$ cat src/hdl/periodic_waveform_generator_core_assert.svh
// Assertion macros shared by the waveform generator modules.
`ifndef PERIODIC_WAVEFORM_GENERATOR_CORE_ASSERT_SVH
`define PERIODIC_WAVEFORM_GENERATOR_CORE_ASSERT_SVH

// Property that must hold in the same cycle.
`define PWG_ASSERT(label, clk, rst_n, prop, msg) \
    label: assert property (@(posedge clk) disable iff (!rst_n) (prop)) \
        else $error(msg);

// Condition in one cycle implies a property in the next.
`define PWG_ASSERT_NEXT(label, clk, rst_n, cond, prop, msg) \
    label: assert property (@(posedge clk) disable iff (!rst_n) (cond) |=> (prop)) \
        else $error(msg);

`endif

$ cat src/hdl/pwg_pkg.sv
// Package: widths, codes, types and sine quarter table of the waveform generator.
`timescale 1ns / 1ps

package pwg_pkg;

    localparam int TIME_STEP_W = 16;
    localparam int SAMPLE_W    = 32;
    localparam int AMP_W       = 16;
    localparam int MODE_W      = 2;
    localparam int TICKS_W     = 32;
    localparam int ELAPSED_W   = 33;
    localparam int CFG_IDX_W   = 4;
    localparam int CFG_DATA_W  = 32;

    localparam int SINE_TABLE_DEPTH = 1024;
    localparam int PHASE_W          = $clog2(SINE_TABLE_DEPTH);
    localparam int QUARTER_W        = PHASE_W - 2;
    localparam int QUARTER_DEPTH    = SINE_TABLE_DEPTH / 4;
    localparam int ANGLE_SHIFT      = 30 - QUARTER_W;
    localparam int SINE_W           = 16;
    localparam int SINE_FRAC        = 15;

    localparam int DIV_STEPS = ELAPSED_W + PHASE_W;
    localparam int DIV_CNT_W = $clog2(DIV_STEPS);
    localparam int PROD_W    = ELAPSED_W + 1 + AMP_W;

    localparam logic [MODE_W-1:0] MODE_STEP = 2'd0;
    localparam logic [MODE_W-1:0] MODE_RAMP = 2'd1;
    localparam logic [MODE_W-1:0] MODE_SINE = 2'd2;

    localparam logic [CFG_IDX_W-1:0] CFG_MODE      = 4'd0;
    localparam logic [CFG_IDX_W-1:0] CFG_AMPLITUDE = 4'd1;
    localparam logic [CFG_IDX_W-1:0] CFG_DELAY     = 4'd2;
    localparam logic [CFG_IDX_W-1:0] CFG_PERIOD    = 4'd3;

    localparam logic [TICKS_W-1:0] PERIOD_RESET = '1;

    localparam logic signed [SAMPLE_W-1:0] SAMPLE_MAX = {1'b0, {(SAMPLE_W-1){1'b1}}};
    localparam logic signed [SAMPLE_W-1:0] SAMPLE_MIN = {1'b1, {(SAMPLE_W-1){1'b0}}};

    typedef enum logic [2:0] {
        ST_IDLE,
        ST_ACC,
        ST_WRAP,
        ST_DIFF,
        ST_DIV,
        ST_MUL,
        ST_FORM
    } t_state;

    typedef enum logic [1:0] {
        KIND_ZERO,
        KIND_STEP,
        KIND_RAMP,
        KIND_SINE
    } t_kind;

    typedef struct packed {
        logic                 start;
        logic [ELAPSED_W-1:0] dividend;
    } t_div_req;

    typedef struct packed {
        logic               done;
        logic [PHASE_W-1:0] phase;
    } t_div_rsp;

    // Quarter-wave sine in Q1.15, Q30 Taylor series evaluated at elaboration.
    localparam int            TAYLOR_TERMS = 8;
    localparam logic [63:0]   TWO_PI_Q30   = 64'd6746518852;
    localparam logic signed [63:0] Q30_ONE = 64'sd1073741824;
    localparam logic [63:0]   TAYLOR_DIV [TAYLOR_TERMS] =
        '{64'd1, 64'd6, 64'd20, 64'd42, 64'd72, 64'd110, 64'd156, 64'd210};

    typedef logic signed [SINE_W-1:0] t_sine_quarter [QUARTER_DEPTH];

    function automatic logic signed [SINE_W-1:0] sine_q15_quarter(input int unsigned k);
        logic [63:0]        u;
        logic [63:0]        x;
        logic [63:0]        x2;
        logic [63:0]        term;
        logic signed [63:0] sum;
        logic [63:0]        s;
        u    = 64'(k) << ANGLE_SHIFT;
        x    = (u * TWO_PI_Q30) >> 32;
        x2   = (x * x) >> 30;
        term = x;
        sum  = signed'(x);
        for (int n = 1; n < TAYLOR_TERMS; n++) begin
            term = ((term * x2) >> 30) / TAYLOR_DIV[n];
            if ((n & 1) == 1) begin
                sum = sum - signed'(term);
            end else begin
                sum = sum + signed'(term);
            end
        end
        if (sum < 64'sd0) begin
            sum = 64'sd0;
        end
        if (sum > Q30_ONE) begin
            sum = Q30_ONE;
        end
        s = (unsigned'(sum) * 64'd32767 + 64'd536870912) >> 30;
        return SINE_W'(s);
    endfunction

    function automatic t_sine_quarter build_sine_quarter();
        t_sine_quarter tab;
        for (int k = 0; k < QUARTER_DEPTH; k++) begin
            tab[k] = sine_q15_quarter(k);
        end
        return tab;
    endfunction

    localparam t_sine_quarter           SINE_QUARTER = build_sine_quarter();
    localparam logic signed [SINE_W-1:0] SINE_PEAK   = sine_q15_quarter(QUARTER_DEPTH);

endpackage

$ cat src/hdl/pwg_if.sv
// Interfaces: time step input, sample output and configuration write channels.
`timescale 1ns / 1ps

interface pwg_in_if import pwg_pkg::*; ();
    logic                   valid;
    logic                   ready;
    logic [TIME_STEP_W-1:0] time_step;
    modport source (output valid, output time_step, input ready);
    modport sink (input valid, input time_step, output ready);
endinterface

interface pwg_out_if import pwg_pkg::*; ();
    logic                       valid;
    logic                       ready;
    logic signed [SAMPLE_W-1:0] sample;
    modport source (output valid, output sample, input ready);
    modport sink (input valid, input sample, output ready);
endinterface

interface pwg_cfg_if import pwg_pkg::*; ();
    logic                  valid;
    logic                  ready;
    logic [CFG_IDX_W-1:0]  index;
    logic [CFG_DATA_W-1:0] data;
    modport source (output valid, output index, output data, input ready);
    modport sink (input valid, input index, input data, output ready);
endinterface

$ cat src/hdl/pwg_phase_div.sv
// Radix-2 restoring divider giving the sine phase index, one quotient bit per cycle.
`timescale 1ns / 1ps
`include "periodic_waveform_generator_core_assert.svh"

module pwg_phase_div import pwg_pkg::*; (
    input  logic               i_clk,
    input  logic               i_rst_n,
    input  t_div_req           i_req,
    input  logic [TICKS_W-1:0] i_divisor,
    output t_div_rsp           o_rsp
);

    logic                 r_busy;
    logic                 r_done;
    logic [DIV_CNT_W-1:0] r_cnt;
    logic [DIV_STEPS-1:0] r_num;
    logic [TICKS_W-1:0]   r_rem;
    logic [PHASE_W-1:0]   r_quo;

    logic [TICKS_W:0] w_trial;
    logic [TICKS_W:0] w_sub;
    logic             w_ge;

    assign w_trial = {r_rem, r_num[DIV_STEPS-1]};
    assign w_sub   = w_trial - {1'b0, i_divisor};
    assign w_ge    = (w_trial >= {1'b0, i_divisor});

    always_ff @(posedge i_clk) begin
        if (!i_rst_n) begin
            r_busy <= 1'b0;
            r_done <= 1'b0;
            r_cnt  <= '0;
        end else begin
            r_done <= 1'b0;
            if (i_req.start) begin
                r_busy <= 1'b1;
                r_cnt  <= '0;
            end else if (r_busy) begin
                r_cnt <= r_cnt + 1'b1;
                if (r_cnt == DIV_CNT_W'(DIV_STEPS - 1)) begin
                    r_busy <= 1'b0;
                    r_done <= 1'b1;
                end
            end
        end
    end

    always_ff @(posedge i_clk) begin
        if (i_req.start) begin
            r_num <= {i_req.dividend, PHASE_W'(0)};
            r_rem <= '0;
        end else if (r_busy) begin
            r_num <= {r_num[DIV_STEPS-2:0], 1'b0};
            r_rem <= w_ge ? w_sub[TICKS_W-1:0] : w_trial[TICKS_W-1:0];
            r_quo <= {r_quo[PHASE_W-2:0], w_ge};
        end
    end

    assign o_rsp.done  = r_done;
    assign o_rsp.phase = r_quo;

    `PWG_ASSERT(a_start_idle, i_clk, i_rst_n, !i_req.start || !r_busy, "divider started while busy")
    `PWG_ASSERT(a_done_after_busy, i_clk, i_rst_n, !r_done || $past(r_busy), "done without a run")
    `PWG_ASSERT_NEXT(a_cnt_steps, i_clk, i_rst_n, r_busy, !r_busy || (r_cnt == $past(r_cnt) + 1'b1), "step counter skipped")

endmodule

$ cat src/hdl/pwg_sine_rom.sv
// Sine lookup from a quarter-wave constant table, registered read.
`timescale 1ns / 1ps

module pwg_sine_rom import pwg_pkg::*; (
    input  logic                     i_clk,
    input  logic [PHASE_W-1:0]       i_phase,
    output logic signed [SINE_W-1:0] o_sine
);

    logic [QUARTER_W-1:0]     w_rem;
    logic [QUARTER_W-1:0]     w_idx;
    logic signed [SINE_W-1:0] w_mag;
    logic signed [SINE_W-1:0] r_sine;

    always_comb begin
        w_rem = i_phase[QUARTER_W-1:0];
        w_idx = w_rem;
        w_mag = SINE_QUARTER[w_idx];
        if (i_phase[QUARTER_W]) begin
            // falling quarter, mirrored index; its start is the peak
            w_idx = ~w_rem + QUARTER_W'(1);
            w_mag = (w_rem == '0) ? SINE_PEAK : SINE_QUARTER[w_idx];
        end
    end

    always_ff @(posedge i_clk) begin
        r_sine <= i_phase[PHASE_W-1] ? -w_mag : w_mag;
    end

    assign o_sine = r_sine;

endmodule

$ cat src/hdl/pwg_out_reg.sv
// Output register holding one finished sample until the sink takes it.
`timescale 1ns / 1ps

module pwg_out_reg import pwg_pkg::*; (
    input  logic                       i_clk,
    input  logic                       i_rst_n,
    input  logic                       i_valid,
    input  logic signed [SAMPLE_W-1:0] i_sample,
    output logic                       o_ready,
    pwg_out_if.source                  o_out
);

    logic                       r_valid;
    logic signed [SAMPLE_W-1:0] r_sample;

    assign o_ready = !r_valid || o_out.ready;

    always_ff @(posedge i_clk) begin
        if (!i_rst_n) begin
            r_valid <= 1'b0;
        end else if (o_ready) begin
            r_valid <= i_valid;
        end
    end

    always_ff @(posedge i_clk) begin
        if (o_ready && i_valid) begin
            r_sample <= i_sample;
        end
    end

    assign o_out.valid  = r_valid;
    assign o_out.sample = r_sample;

endmodule

$ cat src/hdl/periodic_waveform_generator_core.sv
// Top level: step, ramp and sine waveform generator driven by time step items.
//
//  channel  | dir | handshake    | payload
//  ---------+-----+--------------+---------------------------
//  i_in     | in  | valid/ready  | time_step  16b unsigned
//  o_out    | out | valid/ready  | sample     32b signed
//  i_cfg    | in  | valid/ready  | index 4b, data 32b
//
// One item at a time. Step mode and zero results pass through ACC, WRAP, DIFF and FORM;
// ramp adds MUL before FORM; sine adds DIV (the 43-step radix-2 phase divider) and MUL.
// i_rst_n is synchronous, active low; registers with a reset take their reset values at the clock edge.
// A finished sample waits in the output register; the next item is taken
// once the core is back in idle, and the core holds in FORM while that register is full and the sink is not ready.
`timescale 1ns / 1ps
`include "periodic_waveform_generator_core_assert.svh"

module periodic_waveform_generator_core import pwg_pkg::*; (
    input  logic       i_clk,
    input  logic       i_rst_n,
    pwg_in_if.sink     i_in,
    pwg_out_if.source  o_out,
    pwg_cfg_if.sink    i_cfg
);

    t_state r_state;
    t_state n_state;

    logic [MODE_W-1:0]       r_mode;
    logic signed [AMP_W-1:0] r_amp;
    logic [TICKS_W-1:0]      r_delay;
    logic [TICKS_W-1:0]      r_period;

    logic [ELAPSED_W-1:0]      r_elapsed;
    logic [ELAPSED_W-1:0]      n_elapsed;
    t_kind                     r_kind;
    t_kind                     n_kind;
    t_kind                     w_kind;
    logic [TIME_STEP_W-1:0]    r_step;
    logic [ELAPSED_W-1:0]      r_diff;
    logic signed [PROD_W-1:0]  r_prod;

    logic                       w_in_accept;
    logic [ELAPSED_W:0]         w_sum;
    logic [ELAPSED_W:0]         w_diff;
    logic                       w_pos;
    logic signed [ELAPSED_W:0]  w_mul_a;
    logic signed [PROD_W-1:0]   w_prod;
    logic signed [SINE_W-1:0]   w_sine;
    logic signed [SAMPLE_W-1:0] w_result;
    logic                       w_res_valid;
    logic                       w_res_ready;
    t_div_req                   w_div_req;
    t_div_rsp                   w_div_rsp;

    assign i_in.ready  = (r_state == ST_IDLE);
    assign w_in_accept = i_in.valid && i_in.ready;
    assign i_cfg.ready = 1'b1;

    always_ff @(posedge i_clk) begin
        if (!i_rst_n) begin
            r_mode   <= MODE_STEP;
            r_amp    <= '0;
            r_delay  <= '0;
            r_period <= PERIOD_RESET;
        end else if (i_cfg.valid) begin
            case (i_cfg.index)
                CFG_MODE:      r_mode   <= i_cfg.data[MODE_W-1:0];
                CFG_AMPLITUDE: r_amp    <= i_cfg.data[AMP_W-1:0];
                CFG_DELAY:     r_delay  <= i_cfg.data[TICKS_W-1:0];
                CFG_PERIOD:    r_period <= i_cfg.data[TICKS_W-1:0];
                default: ;
            endcase
        end
    end

    assign w_sum  = {1'b0, r_elapsed} + (ELAPSED_W+1)'(r_step);
    assign w_diff = {1'b0, r_elapsed} - (ELAPSED_W+1)'(r_delay);
    assign w_pos  = !w_diff[ELAPSED_W] && (w_diff != '0);

    always_comb begin
        w_kind = KIND_ZERO;
        if (w_pos) begin
            case (r_mode)
                MODE_STEP: w_kind = KIND_STEP;
                MODE_RAMP: w_kind = KIND_RAMP;
                MODE_SINE: w_kind = (r_period != '0) ? KIND_SINE : KIND_ZERO;
                default:   w_kind = KIND_ZERO;
            endcase
        end
    end

    always_ff @(posedge i_clk) begin
        if (!i_rst_n) begin
            r_state <= ST_IDLE;
        end else begin
            r_state <= n_state;
        end
    end

    always_comb begin
        n_state            = r_state;
        n_elapsed          = r_elapsed;
        n_kind             = r_kind;
        w_div_req.start    = 1'b0;
        w_div_req.dividend = w_diff[ELAPSED_W-1:0];
        w_res_valid        = 1'b0;
        case (r_state)
            ST_IDLE: begin
                if (w_in_accept) begin
                    n_state = ST_ACC;
                end
            end
            ST_ACC: begin
                n_elapsed = w_sum[ELAPSED_W] ? {ELAPSED_W{1'b1}} : w_sum[ELAPSED_W-1:0];
                n_state   = ST_WRAP;
            end
            ST_WRAP: begin
                if (r_elapsed > ELAPSED_W'(r_period)) begin
                    n_elapsed = r_elapsed - ELAPSED_W'(r_period);
                end
                n_state = ST_DIFF;
            end
            ST_DIFF: begin
                n_kind = w_kind;
                case (w_kind)
                    KIND_SINE: begin
                        w_div_req.start = 1'b1;
                        n_state         = ST_DIV;
                    end
                    KIND_RAMP: n_state = ST_MUL;
                    default:   n_state = ST_FORM;
                endcase
            end
            ST_DIV: begin
                if (w_div_rsp.done) begin
                    n_state = ST_MUL;
                end
            end
            ST_MUL: begin
                n_state = ST_FORM;
            end
            ST_FORM: begin
                w_res_valid = 1'b1;
                if (w_res_ready) begin
                    n_state = ST_IDLE;
                end
            end
            default: n_state = ST_IDLE;
        endcase
    end

    always_ff @(posedge i_clk) begin
        if (!i_rst_n) begin
            r_elapsed <= '0;
            r_kind    <= KIND_ZERO;
        end else begin
            r_elapsed <= n_elapsed;
            r_kind    <= n_kind;
        end
    end

    // Shared multiplier: ramp uses r_diff, sine uses the table value.
    assign w_mul_a = (r_kind == KIND_SINE) ? (ELAPSED_W+1)'(w_sine)
                                           : signed'({1'b0, r_diff});
    assign w_prod  = PROD_W'(w_mul_a) * PROD_W'(r_amp);

    always_ff @(posedge i_clk) begin
        if (w_in_accept) begin
            r_step <= i_in.time_step;
        end
        if (r_state == ST_DIFF) begin
            r_diff <= w_diff[ELAPSED_W-1:0];
        end
        if (r_state == ST_MUL) begin
            r_prod <= w_prod;
        end
    end

    always_comb begin
        case (r_kind)
            KIND_STEP: w_result = SAMPLE_W'(r_amp);
            KIND_RAMP: begin
                if ((r_prod[PROD_W-1:SAMPLE_W-1] == '0) || (r_prod[PROD_W-1:SAMPLE_W-1] == '1)) begin
                    w_result = r_prod[SAMPLE_W-1:0];
                end else begin
                    w_result = r_prod[PROD_W-1] ? SAMPLE_MIN : SAMPLE_MAX;
                end
            end
            KIND_SINE: w_result = r_prod[SINE_FRAC+SAMPLE_W-1:SINE_FRAC];
            default:   w_result = '0;
        endcase
    end

    pwg_phase_div u_phase_div (
        .i_clk     (i_clk),
        .i_rst_n   (i_rst_n),
        .i_req     (w_div_req),
        .i_divisor (r_period),
        .o_rsp     (w_div_rsp)
    );

    pwg_sine_rom u_sine_rom (
        .i_clk   (i_clk),
        .i_phase (w_div_rsp.phase),
        .o_sine  (w_sine)
    );

    pwg_out_reg u_out_reg (
        .i_clk    (i_clk),
        .i_rst_n  (i_rst_n),
        .i_valid  (w_res_valid),
        .i_sample (w_result),
        .o_ready  (w_res_ready),
        .o_out    (o_out)
    );

    `PWG_ASSERT_NEXT(a_accept_starts, i_clk, i_rst_n, w_in_accept, r_state == ST_ACC, "item accepted but core did not start")
    `PWG_ASSERT(a_done_in_div, i_clk, i_rst_n, !w_div_rsp.done || (r_state == ST_DIV), "divider result outside divide state")
    `PWG_ASSERT_NEXT(a_handoff_idle, i_clk, i_rst_n, w_res_valid && w_res_ready, r_state == ST_IDLE, "core not idle after handoff")

endmodule
$ cat src/flat_wrapper.sv
// flat-port wrapper written by rule: the top's interface ports become plain ports
module periodic_waveform_generator_core_flat import pwg_pkg::*;
  (i_clk, i_rst_n, i_in_valid, i_in_time_step, i_in_ready, o_out_valid, o_out_sample, o_out_ready, i_cfg_valid, i_cfg_index, i_cfg_data, i_cfg_ready);
  pwg_in_if i_in_i ();
  pwg_out_if o_out_i ();
  pwg_cfg_if i_cfg_i ();
  input  logic i_clk;
  input  logic i_rst_n;
  input wire logic [$bits(i_in_i.valid)-1:0] i_in_valid;
  input wire logic [$bits(i_in_i.time_step)-1:0] i_in_time_step;
  output wire logic [$bits(i_in_i.ready)-1:0] i_in_ready;
  output wire logic [$bits(o_out_i.valid)-1:0] o_out_valid;
  output wire logic [$bits(o_out_i.sample)-1:0] o_out_sample;
  input wire logic [$bits(o_out_i.ready)-1:0] o_out_ready;
  input wire logic [$bits(i_cfg_i.valid)-1:0] i_cfg_valid;
  input wire logic [$bits(i_cfg_i.index)-1:0] i_cfg_index;
  input wire logic [$bits(i_cfg_i.data)-1:0] i_cfg_data;
  output wire logic [$bits(i_cfg_i.ready)-1:0] i_cfg_ready;
  assign i_in_i.valid = i_in_valid;
  assign i_in_i.time_step = i_in_time_step;
  assign i_in_ready = i_in_i.ready;
  assign o_out_valid = o_out_i.valid;
  assign o_out_sample = o_out_i.sample;
  assign o_out_i.ready = o_out_ready;
  assign i_cfg_i.valid = i_cfg_valid;
  assign i_cfg_i.index = i_cfg_index;
  assign i_cfg_i.data = i_cfg_data;
  assign i_cfg_ready = i_cfg_i.ready;
  periodic_waveform_generator_core u_core (.i_clk(i_clk), .i_rst_n(i_rst_n), .i_in(i_in_i), .o_out(o_out_i), .i_cfg(i_cfg_i));
endmodule
$ cat config.mk
export PLATFORM = sky130hd
export DESIGN_NAME = periodic_waveform_generator_core_flat
export DESIGN_NICKNAME = d
export VERILOG_FILES = /design/src/hdl/pwg_pkg.sv /design/src/hdl/pwg_if.sv /design/src/hdl/pwg_phase_div.sv /design/src/hdl/pwg_sine_rom.sv /design/src/hdl/pwg_out_reg.sv /design/src/hdl/periodic_waveform_generator_core.sv /design/src/flat_wrapper.sv
export VERILOG_INCLUDE_DIRS = /design/src /design/src/hdl
export SDC_FILE = /design/constraint.sdc
export NUM_CORES = 2
export LEC_CHECK = 0
export BUFFER_PORTS_ARGS = -buffer_cell sky130_fd_sc_hd__buf_2
export CAP_MARGIN = 10
export CORE_MARGIN = 2
export CORE_UTILIZATION = 60
export DETAILED_ROUTE_END_ITERATION = 8
export PLACE_DENSITY = 0.8
export SYNTH_ARGS = -nofsm -noshare
export SYNTH_HDL_FRONTEND = slang
export SYNTH_HIERARCHICAL = 1
export SYNTH_SLANG_ARGS = --single-unit
$ cat constraint.sdc
create_clock -name i_clk -period 8 [get_ports i_clk]
set_input_delay 1.2 -clock i_clk [delete_from_list [all_inputs] [get_ports i_clk]]
set_output_delay 1.2 -clock i_clk [all_outputs]
set_load 0.05 [all_outputs]
==> flow_metrics.py <==
metrics = {
    "run_status": {
        "run_status": "finished, final reports clean",
    },
    "routing": {
        "drt-pass1-iter-count": 9,
        "drt_iter0_markers": 5770,
        "postRouteAntennaNets": 0,
        "via_count": 44800,
        "route.detailed.vias_per_inst": 6.50,
        "routed_wire_length_per_instance_um": 23.8,
        "drc": 0,
        "routed_wirelength_um": 164000,
    },
    "sta": {
        "timing_worst_slew_pin_value_ns": 1.28,
        "final.min_clock_period_ns": 7.66,
        "hold_viol": 0,
        "post-route-worst-setup-slack_ns": 0.342,
        "maxClockFrequency_ghz": 0.131,
        "slew_headroom": 0.144,
        "timing.clock.skew_ns": 0.0255,
        "setup_tns_ns": 0,
        "timing.final.setup_violations": 0,
        "period_share": 0.957,
        "final_max_slew_viol_count": 0,
    },
    "grt": {
        "grt_remaining_overflow": 0,
        "pin_count_of_the_biggest_net_entering_global_routing": 190,
        "initial_antenna_violation_count": 3,
        "wire_length_of_the_first_global_routing_pass_um": 254000,
        "total_global_route_track_usage": 0.395,
        "number_of_global_route_vias_before_repair": 44000,
    },
    "clocking": {
        "cts_hold_repair.buffers": 0,
        "cts_buffers": 38,
        "cts_root_buf": "sky130_fd_sc_hd__clkbuf_16",
        "worst_skew_pair.late_latency_ns": 0.58,
        "clk_transition_reported_paths_ns": 0.06,
        "cts_buffer_depth": 3,
        "cts_sinks": 351,
        "cts_max_level": 2,
        "cts_tree": "built",
    },
    "worst_setup_path": {
        "setup.worst_path.start_class": "flop",
        "worst_r2r_endpoint": "u_core/r_prod[47]$_DFFE_PP_",
        "timing.rr.start": "u_core/r_kind[0]$_SDFFE_PN0N_",
        "critPathMaxFanout": 16,
        "critical_path.slowest_cell": "sky130_fd_sc_hd__fa_1",
        "cp_data_arrival_time_ns": 7.96,
        "slowest_delay_ns": 0.54,
        "rrSetupSlack_ns": 0.34,
        "critPathKind": "reg2reg",
        "reg2reg_path_depth": 28,
        "critPathMostFrequentCell": "sky130_fd_sc_hd__fa_1",
        "worst_setup_path_end_kind": "flop",
        "critical_path_rt_ns": 8.31,
    },
    "final_layout": {
        "final-instance-count-excl-fill": 6892,
        "final_nets": 6647,
        "fillers": 6828,
        "finalCoreUtilization": 0.636,
        "layout.cells.most_common": "sky130_fd_sc_hd__nand2_1",
        "drive_above_1_share": 0.0782,
        "mostFrequentLayoutCells": "sky130_fd_sc_hd__nand2_1 (793), sky130_fd_sc_hd__inv_1 (773), sky130_fd_sc_hd__fa_1 (520)",
        "syn_to_final_growth_pct": 5.53,
    },
    "pwr": {
        "max-vdd-ir-drop_v": 0.000165,
        "power.total_w": 0.00563,
        "pleak_nw": 22.8,
        "power_density_nw_per_um2": 110,
    },
    "floorplan": {
        "die_area_sq_um": 82800,
        "initial_utilization": 0.602,
        "design.core.area_sq_um": 80200,
        "io_pins": 92,
        "dieWidth_um": 288,
        "floorplan.rows": 104,
        "floorplan.die.height_um": 288,
    },
    "synth": {
        "yosysTopAreaCellShare": 0.216,
        "dominantRegCellSynth": "sky130_fd_sc_hd__dfxtp_1",
        "postSynth.asyncResetShare": 0,
        "synth.top_cells.by_area": "sky130_fd_sc_hd__fa_1 (22%), sky130_fd_sc_hd__edfxtp_1 (11%), sky130_fd_sc_hd__dfxtp_1 (7.3%)",
        "cell_accounting_for_the_most_synthesized_area": "sky130_fd_sc_hd__fa_1",
        "synth_area_per_cell_sq_um": 8.16,
        "yosysUniqueCellTypes": 118,
        "synth_sequential_area_ratio": 0.182,
        "yosys_register_bits": 351,
        "yosysWarningCount": 6,
        "post_synth_inst_count": 5920,
        "synth_edf_count": 174,
        "mappedNetlistArea_sq_um": 48300,
        "mappedNetlistNets": 6765,
    },
    "place": {
        "pre_cts_slack_ns": 0.196,
        "hpwl_um": 123000,
        "finalWeightedCongestion": 1.04,
        "placedCellCount": 6820,
        "port_buffers": 90,
    },
    "hold_path": {
        "min_path_cells": 2,
        "timing.hold.worst_endpoint": "u_core/r_delay[29]$_SDFFE_PN0P_",
        "worst_hold_path_type": "reg2reg",
        "min-delay-start": "u_core/r_delay[29]$_SDFFE_PN0P_",
    },
    "flow_run": {
        "max_cap_viol_count": 0,
    },
}
==> state kept, by name, summed over array words and instances (netlist names) <==
register and cells:
u_core/r_amp 16, u_core/r_delay 32, u_core/r_diff 33, u_core/r_elapsed 33, u_core/r_kind 2, u_core/r_mode 2
u_core/r_period 32, u_core/r_prod 50, u_core/r_state 3, u_core/r_step 16, u_core/u_out_reg/o_out.sample 32, u_core/u_out_reg/o_out.valid 1
u_core/u_phase_div/r_busy 1, u_core/u_phase_div/r_cnt 6, u_core/u_phase_div/r_done 1, u_core/u_phase_div/r_num 33, u_core/u_phase_div/r_quo 10, u_core/u_phase_div/r_rem 32
u_core/u_sine_rom/o_sine 16
==> synth_stat cells (25+ instances only) <==
| master | count |
|---|---|
| sky130_fd_sc_hd__a211oi_1 | 64 |
| sky130_fd_sc_hd__a21o_1 | 64 |
| sky130_fd_sc_hd__a21oi_1 | 383 |
| sky130_fd_sc_hd__a311oi_1 | 47 |
| sky130_fd_sc_hd__a31oi_1 | 62 |
| sky130_fd_sc_hd__and2_1 | 233 |
| sky130_fd_sc_hd__and3_1 | 36 |
| sky130_fd_sc_hd__buf_1 | 38 |
| sky130_fd_sc_hd__buf_2 | 76 |
| sky130_fd_sc_hd__clkbuf_1 | 258 |
| sky130_fd_sc_hd__dfxtp_1 | 177 |
| sky130_fd_sc_hd__edfxtp_1 | 174 |
| sky130_fd_sc_hd__fa_1 | 520 |
| sky130_fd_sc_hd__ha_1 | 268 |
| sky130_fd_sc_hd__inv_1 | 774 |
| sky130_fd_sc_hd__mux2_2 | 46 |
| sky130_fd_sc_hd__mux2i_1 | 48 |
| sky130_fd_sc_hd__nand2_1 | 806 |
| sky130_fd_sc_hd__nand2b_1 | 72 |
| sky130_fd_sc_hd__nand3_1 | 88 |
| sky130_fd_sc_hd__nand4_1 | 39 |
| sky130_fd_sc_hd__nor2_1 | 345 |
| sky130_fd_sc_hd__nor2b_1 | 78 |
| sky130_fd_sc_hd__nor3_1 | 88 |
| sky130_fd_sc_hd__nor4_1 | 30 |
| sky130_fd_sc_hd__o211ai_1 | 94 |
| sky130_fd_sc_hd__o21a_1 | 40 |
| sky130_fd_sc_hd__o21ai_0 | 289 |
| sky130_fd_sc_hd__o21ai_1 | 33 |
| sky130_fd_sc_hd__o22ai_1 | 25 |
| sky130_fd_sc_hd__o311ai_0 | 29 |
| sky130_fd_sc_hd__o31ai_1 | 25 |
| sky130_fd_sc_hd__xnor2_1 | 112 |
| sky130_fd_sc_hd__xor2_1 | 51 |
==> timing repair <==
action | in CTS | in global routing
resized for setup | 0 | 20
setup buffers | 0 | 1
endpoints found under the setup margin | 0 | 10
endpoints found under the hold margin | 0 | 0
==> how the worst max path moves through the flow <==
stage,from,endpoint,depth (start not counted)
after global placement,u_core/r_kind[1]$_SDFFE_PN0N_,u_core/r_prod[46]$_DFFE_PP_,29
after floorplan,u_core/r_kind[1]$_SDFFE_PN0N_,u_core/r_prod[47]$_DFFE_PP_,30
after detailed placement,u_core/r_kind[1]$_SDFFE_PN0N_,u_core/r_prod[47]$_DFFE_PP_,26
after global routing,u_core/r_kind[0]$_SDFFE_PN0N_,u_core/r_prod[47]$_DFFE_PP_,28
after CTS,u_core/r_kind[1]$_SDFFE_PN0N_,u_core/r_prod[47]$_DFFE_PP_,26
final,u_core/r_kind[0]$_SDFFE_PN0N_,u_core/r_prod[47]$_DFFE_PP_,28
==> power breakdown <==
| group | switching (W) | internal [W] |
|---|---|---|
| registers | 0.000108 | 0.00202 |
| logic | 0.00102 | 0.000614 |
| clock network | 0.000776 | 0.00110 |
==> cell families (layout without fill, tap and decap cells) <==
logic type               after synthesis  after routing  synth area share
AO/OA/AOI/OAI                       1421           1421             0.194
XOR/XNOR                             165            165            0.0307
adder cells (fa/ha/maj)              788            788             0.285
buffers and inverters               1177           1087            0.0954
flip-flops                           351            351             0.182
multiplexers                         108            108            0.0270
other                                  1              3         0.0000777
AND/OR/NAND/NOR                     1909           1909             0.187
==> routing by layer <==
metal | vias up | track usage | share of wire
met2 | 2887 | 0.606 | 0.44
met4 | 2 | 0.188 | 0.057
met3 | 665 | 0.101 | 0.12
li1 | 19800 | - | -
met1 | 21500 | 0.522 | 0.39
met5 | - | 0 | 0.000085
==> stage by stage <==
step           hold WS, ns  area [sq um]
3_5_place_dp         0.447         49500
5_1_grt              0.480         51000
6_report             0.454         51000
4_1_cts              0.455         50800
2_1_floorplan        0.421         48300
3_3_place_gp         0.441         49500
==> worst max-delay path, delay by kind of cell, from the launching register on <==
kind,cells,cell delay (ns)
flip-flops,1,0.34
AO/OA/AOI/OAI,9,1.94
XOR/XNOR,1,0.15
adder cells (fa/ha/maj),7,3.33
AND/OR/NAND/NOR,6,1.22
buffers and inverters,5,0.39
==> area by class of cell <==
type                    instances  area [sq um]  share of cell area
multi-input cells            4392         35000               0.688
flip-flops and latches        351          8770               0.172
inverters                     785          2950              0.0578
repair buffers                234          1580              0.0309
well taps                    1060          1330              0.0260
clock buffers                  51          1060              0.0208
clock inverters                17           240             0.00471
diodes                          2          5.00           0.0000982
No activity file was read; power rests on OpenSTA's default activity.
